[src/rtl/bpat_ram.sv]
`timescale 1ns / 1ps
// generic single-write, single-read synchronous ram with registered read
// no dependencies

module bpat_ram
#(
    parameter int WIDTH = 8,
    parameter int DEPTH = 16
)
(
    input  logic                     clk,
    input  logic                     we,
    input  logic [$clog2(DEPTH)-1:0] waddr,
    input  logic [WIDTH-1:0]         wdata,
    input  logic [$clog2(DEPTH)-1:0] raddr,
    output logic [WIDTH-1:0]         rdata
);

    logic [WIDTH-1:0] mem [DEPTH];

    always_ff @(posedge clk)
    begin
        if (we)
        begin
            mem[waddr] <= wdata;
        end
        rdata <= mem[raddr];
    end

endmodule

[config.mk]
export PLATFORM = sky130hd
export DESIGN_NAME = bpat_ram
export DESIGN_NICKNAME = d
export VERILOG_FILES = /design/src/rtl/bpat_ram.sv
export SDC_FILE = /design/constraint.sdc
export NUM_CORES = 1
export LEC_CHECK = 0
export BUFFER_PORTS_ARGS = -buffer_cell sky130_fd_sc_hd__buf_2
export CAP_MARGIN = 20
export CORE_MARGIN = 2
export CORE_UTILIZATION = 60
export DETAILED_ROUTE_END_ITERATION = 16
export PLACE_DENSITY = 0.76
export SETUP_SLACK_MARGIN = 0.2
export SLEW_MARGIN = 40
export SYNTH_ARGS = -nofsm -noshare
export SYNTH_HDL_FRONTEND = slang
export SYNTH_SLANG_ARGS = --single-unit
[constraint.sdc]
create_clock -name clk -period 2.84 [get_ports clk]
set_input_delay 0.284 -clock clk [delete_from_list [all_inputs] [get_ports clk]]
set_output_delay 0.284 -clock clk [all_outputs]
set_load 0.01 [all_outputs]
==> flow_summary_export.csv <==
group,metric,value,unit
global_routing,grt-ovfl-total,0,
routing,vias,2479,
power,vdd_drop_max,562,µV
sta,min_period,1490,ps
global_routing,grt_util_met1,32.0,%
routing,postRouteWirelength,9.91,mm
power,p_switching,0.000925,W
power,p_int,0.00404,W
floorplanning,core-area,8260,µm²
logic_synthesis,syn-num-nets,247,
logic_synthesis,synth_top_area_share,74.7,%
power,p_sw_share,18.6,%
sta,timing.final.crit_share,52.6,%
routing,drt-initial-drc-count,284,
final_layout,antenna_cells,0,
critical_path,cp_max_fo,21,
floorplanning,dieArea,9340,µm²
final_layout,fin_util,74.0,%
routing,wl_per_cell,25.1,µm
global_routing,grtUsageTotal,22.9,%
sta,slew_viol_final,0,
final_layout,n_fill_cell,477,
critical_path,worstSetupStartpointType,"primary input",
logic_synthesis,yosysSeqAreaShare,77.8,%
critical_path,cp.arrival,1880,ps
critical_path,reg2reg_depth,3,
sta,setup_tns,0,ps
place,portBuffers,25,
routing,dr.pass1.iters,4,
clocking,tritoncts,"done",
clocking,cts_resized,0,
logic_synthesis,synthTopCellsByArea,"edfxtp_1 75%, mux4_2 7.9%, mux4_1 7.1%",
global_routing,busiest_layer,"met2",
logic_synthesis,ys_ff_latch,136,
clocking,cts_hold_buf,0,
logic_synthesis,synth.cell_area,5150,µm²
clocking,cts_sinks,136,
global_routing,grt_pass1_vias,2551,
routing,ant_nets,0,
logic_synthesis,syn_avg_cell_area,22.5,µm²
sta,fmax,670,MHz
min_path,hold_path_class,"in2reg",
power,total_leakage_power,2.11,nW
logic_synthesis,yosysWarnings,0,
floorplanning,rows,33,
place,dp_cells,363,
clocking,postCtsSetupBuffers,0,
final_layout,multi_input_area,1060,µm²
logic_synthesis,yosysUniqueCellTypes,19,
sta,setup_violations,0,
final_layout,area_growth,18.8,%
global_routing,antenna_found_initial,0,
floorplanning,start_util,62.3,%
clocking,cts_root_buf,"clkbuf_8",
clocking,clk_pin_slew,60,ps
power,combPwrFrac,4.2,%
place,hpwl,5.82,mm
final_layout,register_area,4000,µm²
clocking,h-tree-depth,4,
logic_synthesis,netlist_instances,229,
clocking,clk_latency,510,ps
global_routing,met2_usage,35.3,%
floorplanning,die_x,96.6,µm
floorplanning,die_y,96.6,µm
critical_path,worstSetupEndpointType,"register",
floorplanning,pin_count,26,
power,pwr-share-seq,45.5,%
sta,tightestPinTransition,782,ps
clocking,numCtsBuffers,17,
min_path,holdPathStages,1,
sta,finalClockSkew,4.15,ps
sta,max-slew-margin-rel,47.9,%
sta,report.final.hold_viol_count,0,
critical_path,setup.worst_path.class,"in2reg",
final_layout,drive_gt1_share,30.7,%
clocking,clockBufferDepth,2,
routing,drc,0,
sta,rsz0062_at_grt,"false",
critical_path,required,3230,ps
final_layout,fin_nets,295,
global_routing,grt_pass1_wl,15.2,mm
run_status,status,"finished, final reports clean",
power,powerDensity,813,nW/µm²
global_routing,grt_start_max_net_pins,33,
final_layout,final_cells,395,
routing,drt-vias-per-instance,6.28,
power,p_clk_share,50.4,%
global_routing,gr-usage-met3,6.50,%
logic_synthesis,synth_top_cell_by_area,"edfxtp_1",
place,gp_congestion,0.749,
run,max_cap_viol_count,0,
[through the flow]
stage	cell area, µm²	power (W)	setup slack, ps	hold slack (ps)
final	6110	0.00497	1350	153
after floorplan	5150	0.00242	1060	383
after global routing	6110	0.00511	1270	143
after detailed placement	5440	0.00250	844	656
after global placement	5440	0.00249	874	648
after CTS	6110	0.00499	1320	137
[final timing paths]
| check | slack (ps) | endpoint | start |
|---|---|---|---|
| worst max-delay path | 1350 | rdata[2]$_DFF_P_ | raddr[0] |
| worst min-delay path | 150 | mem[6][4]$_DFFE_PP_ | wdata[4] |
| worst min register to register | 670 | rdata[5]$_DFF_P_ | mem[12][5]$_DFFE_PP_ |
| worst max register to register | 1460 | rdata[2]$_DFF_P_ | mem[8][2]$_DFFE_PP_ |
[registers in the layout, indices dropped and copies added (netlist names)]
register / count
mem: 128
rdata: 8
[power groups by stage]
stage	registers [W]	logic (W)	clock network, W
6_report	0.00226	0.000207	0.00250
5_1_grt	0.00226	0.000223	0.00262
4_1_cts	0.00226	0.000209	0.00252
3_5_place_dp	0.00230	0.000204	0
3_3_place_gp	0.00230	0.000198	0
2_1_floorplan	0.00230	0.000114	0
[cells in the mapped netlist]
library cell	n
mux4_1	14
dfxtp_1	8
nor2b_1	1
edfxtp_1	128
nand2b_1	2
and2_1	1
nand3_1	1
or3b_2	1
nand3b_1	2
mux4_2	18
a22oi_1	16
and2b_1	1
buf_2	3
nor3_1	4
nor2_1	13
clkdlybuf4s25_2	3
buf_6	3
nand2_1	9
buf_4	1
[cell type report]
type | instances | share of cell area [%]
clock buffer | 19 | 7.06
clock inverter | 13 | 4.05
multi-input combinational | 83 | 17.3
timing repair buffer | 39 | 3.97
sequential | 136 | 65.5
tap | 105 | 2.15
[worst max-delay path: stages]
cell and delay, ps:
buf_2 370, buf_12 260, mux4_1 600, a22oi_1 240, nand2_1 110
[metal layers]
layer	vias up	routed length [µm]
met5	-	0
met4	0	221
met3	19	753
met2	131	4830
met1	1255	4100
li1	1074	-
[logic make-up (layout without fill, tap and decap cells)]
logic type	Yosys count	after routing	share of synthesized area [%]
compound gates	16	16	2.33
buf+inv	10	71	1.68
flops	136	136	77.8
mux	32	32	15.0
simple gates	35	35	3.18
[cells in the final DEF (no fill, tap or decap), drive strengths merged]
master,instances
buf,39
and2b,1
nor2,13
clkinv,5
nor3,4
bufinv,7
nand2,9
or3b,1
dfxtp,8
nand3,1
clkbuf,19
edfxtp,128
nand3b,2
and2,1
inv,1
nor2b,1
nand2b,2
a22oi,16
mux4,32
No activity file was read; power rests on OpenSTA's default activity.
