`src/rtl/bpat_pkg.sv`:
```
`timescale 1ns / 1ps
// shared types and constants for the beacon period anomaly table
// no dependencies

package bpat_pkg;

    localparam int ADDR_W   = 32;
    localparam int TICK_W   = 32;
    localparam int STATUS_W = 3;

    localparam logic [STATUS_W-1:0] STATUS_STEADY   = 3'd0;
    localparam logic [STATUS_W-1:0] STATUS_NETCHG   = 3'd1;
    localparam logic [STATUS_W-1:0] STATUS_NEW      = 3'd2;
    localparam logic [STATUS_W-1:0] STATUS_FULL     = 3'd3;
    localparam logic [STATUS_W-1:0] STATUS_REMOVED  = 3'd4;
    localparam logic [STATUS_W-1:0] STATUS_NOTFOUND = 3'd5;

    localparam logic OP_BEACON = 1'b0;
    localparam logic OP_REMOVE = 1'b1;

    typedef struct packed {
        logic              op;
        logic [ADDR_W-1:0] server_addr;
        logic [TICK_W-1:0] now_ticks;
    } beacon_t;

    typedef struct packed {
        logic [STATUS_W-1:0] status;
        logic [TICK_W-1:0]   period_ticks;
        logic [TICK_W-1:0]   average_ticks;
    } result_t;

    // lookup outcome handed from the match stage to the update math
    typedef struct packed {
        logic op;
        logic hit;
        logic free;
    } lookup_t;

    typedef enum logic [2:0] {
        ST_CLEAR,
        ST_IDLE,
        ST_READ,
        ST_MATCH,
        ST_CALC,
        ST_UPDATE
    } state_t;

endpackage

```
`src/rtl/bpat_calc.sv`:
```
`timescale 1ns / 1ps
// average update and net change test for one looked-up entry
// depends on bpat_pkg

module bpat_calc
    import bpat_pkg::*;
#(
    parameter int TIME_WIDTH = 32
)
(
    input  lookup_t                 lookup,
    input  logic [TIME_WIDTH-1:0]   period,
    input  logic [TIME_WIDTH-1:0]   avg_old,
    output logic [STATUS_W-1:0]     status,
    output logic [TIME_WIDTH-1:0]   period_out,
    output logic [TIME_WIDTH-1:0]   avg_new
);

    logic [TIME_WIDTH-1:0] avg_sum;
    logic                  netchg;

    // floor((a + p) / 2) without a carry bit
    assign avg_sum = (avg_old >> 1) + (period >> 1)
                   + TIME_WIDTH'(avg_old[0] & period[0]);
    assign netchg  = (avg_sum <= (period >> 2)) || (period <= (avg_sum >> 1));

    always_comb
    begin
        status     = STATUS_FULL;
        period_out = '0;
        avg_new    = '0;
        if (lookup.op == OP_REMOVE)
        begin
            status = lookup.hit ? STATUS_REMOVED : STATUS_NOTFOUND;
        end
        else if (lookup.hit)
        begin
            status     = netchg ? STATUS_NETCHG : STATUS_STEADY;
            period_out = period;
            avg_new    = avg_sum;
        end
        else if (lookup.free)
        begin
            status = STATUS_NEW;
        end
    end

endmodule

```
`config.mk`:
```
export PLATFORM = sky130hd
export DESIGN_NAME = bpat_calc
export DESIGN_NICKNAME = d
export VERILOG_FILES = /design/src/rtl/bpat_pkg.sv /design/src/rtl/bpat_calc.sv
export SDC_FILE = /design/constraint.sdc
export NUM_CORES = 1
export LEC_CHECK = 0
export ABC_AREA = 1
export BUFFER_PORTS_ARGS = -buffer_cell sky130_fd_sc_hd__buf_2
export CORE_ASPECT_RATIO = 1.25
export CORE_MARGIN = 4
export CORE_UTILIZATION = 30
export DETAILED_ROUTE_END_ITERATION = 8
export SLEW_MARGIN = 40
export SYNTH_ARGS = -nofsm -noshare
export SYNTH_HDL_FRONTEND = slang
export SYNTH_SLANG_ARGS = --single-unit
export TNS_END_PERCENT = 20
```
`constraint.sdc`:
```
create_clock -name vclk -period 12.06
set_input_delay 2.412 -clock vclk [all_inputs]
set_output_delay 2.412 -clock vclk [all_outputs]
set_load 0.02 [all_outputs]
```
==> impl_metrics.env, run 1 <==
export IMPL_area_growth_pct=22.2
export IMPL_final_common_cell="buf_2"
export IMPL_gp_congestion=0.948
export IMPL_ys_seq_area_frac=0
export IMPL_wl_met1_mm=5.47
export IMPL_synth_fa_ha_area_frac=0.309
export IMPL_ctsHoldBuffers=0
export IMPL_dr_first_iter_drc_count=145
export IMPL_timing_hold_ws_ns=5.11
export IMPL_grt_overflow=0
export IMPL_arrival_ns=6.14
export IMPL_drt_wl_total_mm=12.2
export IMPL_io_buffer_count=134
export IMPL_muxShareOfSynthArea=0
export IMPL_cp_required_ns=9.65
export IMPL_timing_fmax_mhz=117
export IMPL_finalSetupViolCount=0
export IMPL_synth_compound_area_frac=0.182
export IMPL_total_power_uw=306
export IMPL_worstSetupEndpointType="output pin"
export IMPL_slew_headroom=0.581
export IMPL_timing_final_crit_share=0.709
export IMPL_ant_nets=0
export IMPL_antenna_found_initial=0
export IMPL_top_layer="met4"
export IMPL_routedWlPerCell_um=13.1
export IMPL_floorplan_initialDensity=0.310
export IMPL_vias=4318
export IMPL_final_cell_mix="buf_2 (134), nand2_1 (127), nor2_1 (104)"
export IMPL_syn_avg_cell_area_um2=6.02
export IMPL_vdd_drop_max_uv=23.2
export IMPL_tns_ns=0
export IMPL_firstDrtPassIters=4
export IMPL_synth_nets=794
export IMPL_post_cts_buffers=0
export IMPL_dp_slack_ns=3.51
export IMPL_routed_wl_met3_um=428
export IMPL_syn_inst=634
export IMPL_pwr_density_cell_nw_per_um2=65.5
export IMPL_die_area_um2=14600
export IMPL_yosysTopAreaCellShare=0.298
export IMPL_core_area_um2=12300
export IMPL_worst_setup_path_start_kind="input pin"
export IMPL_grt_pass1_vias=4473
export IMPL_min_period_ns=8.56
export IMPL_fin_nets=923
export IMPL_grt_pass1_wl_mm=20.3
export IMPL_worstMarginPinSlew_ns=0.623
export IMPL_grt_usage=0.164
export IMPL_synth_cell_types=42
export IMPL_diodes=0
export IMPL_crit_fanout=4
export IMPL_ioPinCount=134
export IMPL_synth_area_leaders="ha_1 (30%), nand2_1 (12%), nor2_1 (10%)"
export IMPL_hp_class="input pin to output pin"
export IMPL_synth_xor_area_frac=0.0754
export IMPL_clock_buffers=0
export IMPL_synth_warnings=0
export IMPL_worst_slack_ns=3.50
export IMPL_multi_input_area_um2=3380
export IMPL_rows=45
export IMPL_power_leakage_nw=2.84
export IMPL_rsz0062_at_grt="no"
export IMPL_synth_top_family_by_area="simple AND/OR/NAND/NOR gates"
export IMPL_die_width_um=109
export IMPL_report_final_hold_viol_count=0
export IMPL_yosys_area_share_simple=0.318
export IMPL_status="complete, no violations"
export IMPL_regArea_um2=0
export IMPL_utilization=0.378
export IMPL_ctsResizeCount=0
export IMPL_dpl_hpwl_mm=10.9
export IMPL_nFillCells=1442
export IMPL_crit_type="input pin to output pin"
export IMPL_die_h_um=134
export IMPL_viasPerCell=4.67
export IMPL_wl_met2_mm=6.16
export IMPL_flops_and_latches=0
export IMPL_grt_max_degree=63
export IMPL_netlist_area_um2=3820
export IMPL_drv_cap=0
export IMPL_drc=0
export IMPL_yosysTopAreaCell="ha_1"
export IMPL_drive_gt1_frac=0.234
export IMPL_finalMaxSlewViolations=0
per-layer routing:
metal,GRT usage,up-vias
met3,0.00530,6
met5,0,-
met4,0.0126,0
met1,0.204,1907
li1,-,2319
met2,0.318,86
Yosys cell counts, drive strengths merged:
master,instances
a221oi,1
nor4,6
a21oi,63
and3,1
o21a,3
nand3b,1
o221ai,1
nor3,7
clkbuf,6
a31o,1
o211a,1
inv,110
xor2,18
and3b,1
a211oi,2
nor2,106
buf,1
a21boi,2
xnor2,8
nand3,13
fa,2
nand2,140
a21o,7
ha,91
o211ai,2
o21ai,32
nand4,8
worst paths after layout:
check / from / to / slack, ns / depth (start not counted)
worst max-delay path: period[1] / status[0] / 3.50 / 25
worst min-delay path: lookup[2] / status[2] / 5.11 / 2
power by group:
part	switching (mW)	internal [mW]	leakage, nW
clock	0	0	0
combinational	0.193	0.112	2.84
sequential	0	0	0
total	0.193	0.112	2.84
critical path, cell delays in order:
cell,delay [ns]
buf_2,0.09
inv_1,0.06
fa_1,0.42
inv_1,0.10
fa_1,0.21
nand2_2,0.06
nand2_1,0.08
o21ai_2,0.08
o21ai_2,0.19
nand2_1,0.09
nand2_2,0.16
a21oi_4,0.10
o21ai_4,0.15
xor2_2,0.12
ha_1,0.31
nand2_1,0.07
nor2_1,0.12
nand2_1,0.13
nor4_1,0.50
o21ai_0,0.18
a21oi_1,0.18
nand2_1,0.07
nand2_1,0.05
nand2_1,0.04
buf_2,0.15
stage by stage:
stage | area [um2] | instances
final | 4670 | 925
after global routing | 4670 | 925
after CTS | 4670 | 925
after detailed placement | 4670 | 925
after global placement | 4660 | 925
after floorplan | 3820 | 634
logic make-up after synthesis:
group,after synthesis
buffers and inverters,117
AO/OA/AOI/OAI,115
adder cells (fa/ha/maj),93
AND/OR/NAND/NOR,283
XOR/XNOR,26
cell type report:
| class | count | area share |
|---|---|---|
| tap | 164 | 0.0440 |
| timing repair buffer | 134 | 0.144 |
| multi-input combinational | 517 | 0.723 |
| inverter | 110 | 0.0890 |
Power figures use the tool's default switching activity.
==> run 2: changes to the inputs <==
--- a/config.mk
+++ b/config.mk
@@ -5,7 +5,7 @@
 export SDC_FILE = /design/constraint.sdc
 export NUM_CORES = 1
 export LEC_CHECK = 0
-export ABC_AREA = 1
+export ABC_AREA = 0
 export BUFFER_PORTS_ARGS = -buffer_cell sky130_fd_sc_hd__buf_2
 export CORE_ASPECT_RATIO = 1.25
 export CORE_MARGIN = 4
==> constraint.sdc (replaced) <==
create_clock -name vclk -period 7.2
set_input_delay 1.44 -clock vclk [all_inputs]
set_output_delay 1.44 -clock vclk [all_outputs]
set_load 0.02 [all_outputs]
==> run 2 against run 1 <==
Effect of this change:
- global-route usage is 1.5 points higher
- critical path type unchanged
- critical path depth down 3
- flip-flop and latch count stayed put
- core utilization grew 4.8 points
- hold slack worse by 1.9 ns
- largest cell class unchanged
- highest routed layer unchanged
- non-clock buffer count grew 52
- via count up 0.30%
==> impl_metrics.env, run 2 <==
export IMPL_status="complete, no violations"
export IMPL_report_final_hold_viol_count=0
export IMPL_pwr_share_seq=0
export IMPL_drc=0
export IMPL_synth_warnings=0
export IMPL_ioPinCount=134
export IMPL_nFillCells=1270
export IMPL_drt_wl_total_mm=12.7
export IMPL_antenna_found_initial=0
export IMPL_worst_slack_ns=0.0145
export IMPL_finalSetupViolCount=0
export IMPL_dr_first_iter_drc_count=119
export IMPL_diodes=0
export IMPL_crit_type="input pin to output pin"
export IMPL_crit_fanout=2
export IMPL_ant_nets=0
export IMPL_pwr_density_cell_nw_per_um2=117
export IMPL_timing_fmax_mhz=139
export IMPL_worstSetupEndpointType="output pin"
export IMPL_area_growth_pct=38.3
export IMPL_max_stage_delay_ns=0.44
export IMPL_vias=4331
export IMPL_viasPerCell=5.02
export IMPL_pwr_share_clk=0
export IMPL_finalNonFillerCells=863
export IMPL_synth_most_common_cell="ha_1"
export IMPL_wl_met2_mm=6.06
export IMPL_routed_wl_met3_um=696
export IMPL_grt_overflow=0
export IMPL_grt_max_degree=63
export IMPL_die_h_um=131
export IMPL_top_layer="met4"
export IMPL_flops_and_latches=0
export IMPL_grt_pass1_wl_mm=20.9
export IMPL_clock_buffers=0
export IMPL_synth_area_leaders="ha_1 (32%), nor2_1 (9.3%), inv_1 (7.8%)"
export IMPL_synth_nets=691
export IMPL_final_common_cell="buf_2"
export IMPL_timing_hold_ws_ns=3.17
export IMPL_drive_gt1_frac=0.322
export IMPL_ys_seq_area_frac=0
export IMPL_syn_avg_cell_area_um2=6.78
export IMPL_floorplan_initialDensity=0.309
export IMPL_syn_inst=531
export IMPL_rsz0062_at_grt="yes"
export IMPL_cp_required_ns=5.76
export IMPL_p_sw_frac=0.555
export IMPL_die_area_um2=13800
export IMPL_synth_cell_types=61
export IMPL_worst_setup_path_start_kind="input pin"
export IMPL_arrival_ns=5.75
export IMPL_fin_nets=864
export IMPL_vdd_drop_max_uv=54.4
export IMPL_routedWlPerCell_um=14.7
export IMPL_slew_headroom=0.586
export IMPL_gp_congestion=0.946
export IMPL_path_cells="buf_2 > inv_2 > fa_2 > inv_2 > fa_2 > a21o_4 > a221oi_4 > a211oi_4 > buf_6 > a21oi_4 > o211ai_1 > a311oi_2 > xor2_1 > buf_4 > ha_4 > nand4_1 > or3_4 > o41ai_4 > nor2_1 > a211oi_2 > a41o_1 > buf_6"
export IMPL_netlist_area_um2=3600
export IMPL_power_switching_uw=323
export IMPL_regArea_um2=0
export IMPL_dpl_hpwl_mm=11.1
export IMPL_die_width_um=106
export IMPL_power_leakage_nw=2.85
export IMPL_dp_cells=854
export IMPL_hp_class="input pin to output pin"
export IMPL_total_power_uw=582
export IMPL_dpl_cell_area_um2=4720
export IMPL_io_buffer_count=134
export IMPL_worstMarginPinSlew_ns=0.621
export IMPL_min_path_cells=2
export IMPL_grt_pass1_vias=4442
export IMPL_min_period_ns=7.19
export IMPL_tns_ns=0
export IMPL_yosysTopAreaCell="ha_1"
export IMPL_power_frac_comb=1.000
export IMPL_finalMaxSlewViolations=0
export IMPL_synth_common_cells="ha_1 (91), nor2_1 (89), inv_1 (75)"
export IMPL_firstDrtPassIters=5
export IMPL_core_area_um2=11700
export IMPL_slowest_stage="or3_4"
export IMPL_fin_area_um2=4980
export IMPL_timing_final_crit_share=0.998
export IMPL_final_cell_mix="buf_2 (133), nor2_1 (89), ha_1 (88)"
export IMPL_yosysTopAreaCellShare=0.316
export IMPL_multi_input_area_um2=3420
export IMPL_dp_slack_ns=-0.438
export IMPL_utilization=0.427
export IMPL_grt_usage=0.179
export IMPL_internal_power_uw=259
export IMPL_wl_met1_mm=5.67
export IMPL_drv_cap=0
export IMPL_rows=44
-- run 2: cell type report --
type	instances	share of cell area
tap	161	0.0404
inverter	76	0.0573
multi-input combinational	440	0.687
timing repair buffer	186	0.216
-- run 2: path summary, 6_finish.rpt --
kind	from	slack [ns]	endpoint
hold / removal	lookup[2]	3.17	status[2]
setup / recovery	period[1]	0.01	status[0]
-- run 2: timing repair --
action | 4_1_cts | 5_1_grt
hold buffers | 0 | 0
buffers inserted | 1 | 8
gates resized for setup | 8 | 28
endpoints found under the setup margin | 1 | 1
pin swaps | 7 | 34
-- run 2: logic make-up after synthesis --
group	share of synthesized area
adder cells (fa/ha/maj)	0.327
AO/OA/AOI/OAI	0.267
XOR/XNOR	0.0705
AND/OR/NAND/NOR	0.234
buffers and inverters	0.100
-- run 2: metal layers --
metal	GRT usage	vias to the layer above
met2	0.328	140
met1	0.228	1967
li1	-	2212
met5	0	-
met4	0.0373	0
met3	0.0172	12
-- run 2: power by group through the flow --
stage | registers, mW | clock network [mW] | logic [mW]
after detailed placement | 0 | 0 | 0.538
after CTS | 0 | 0 | 0.548
after global routing | 0 | 0 | 0.654
after global placement | 0 | 0 | 0.531
final | 0 | 0 | 0.582
after floorplan | 0 | 0 | 0.351
-- run 2: critical path, delay by kind of cell --
family / cells / cell delay, ns
compound gates: 9 / 1.93
xor+xnor: 1 / 0.12
fa+ha+maj: 3 / 0.88
buf+inv: 6 / 0.64
simple gates: 3 / 0.73
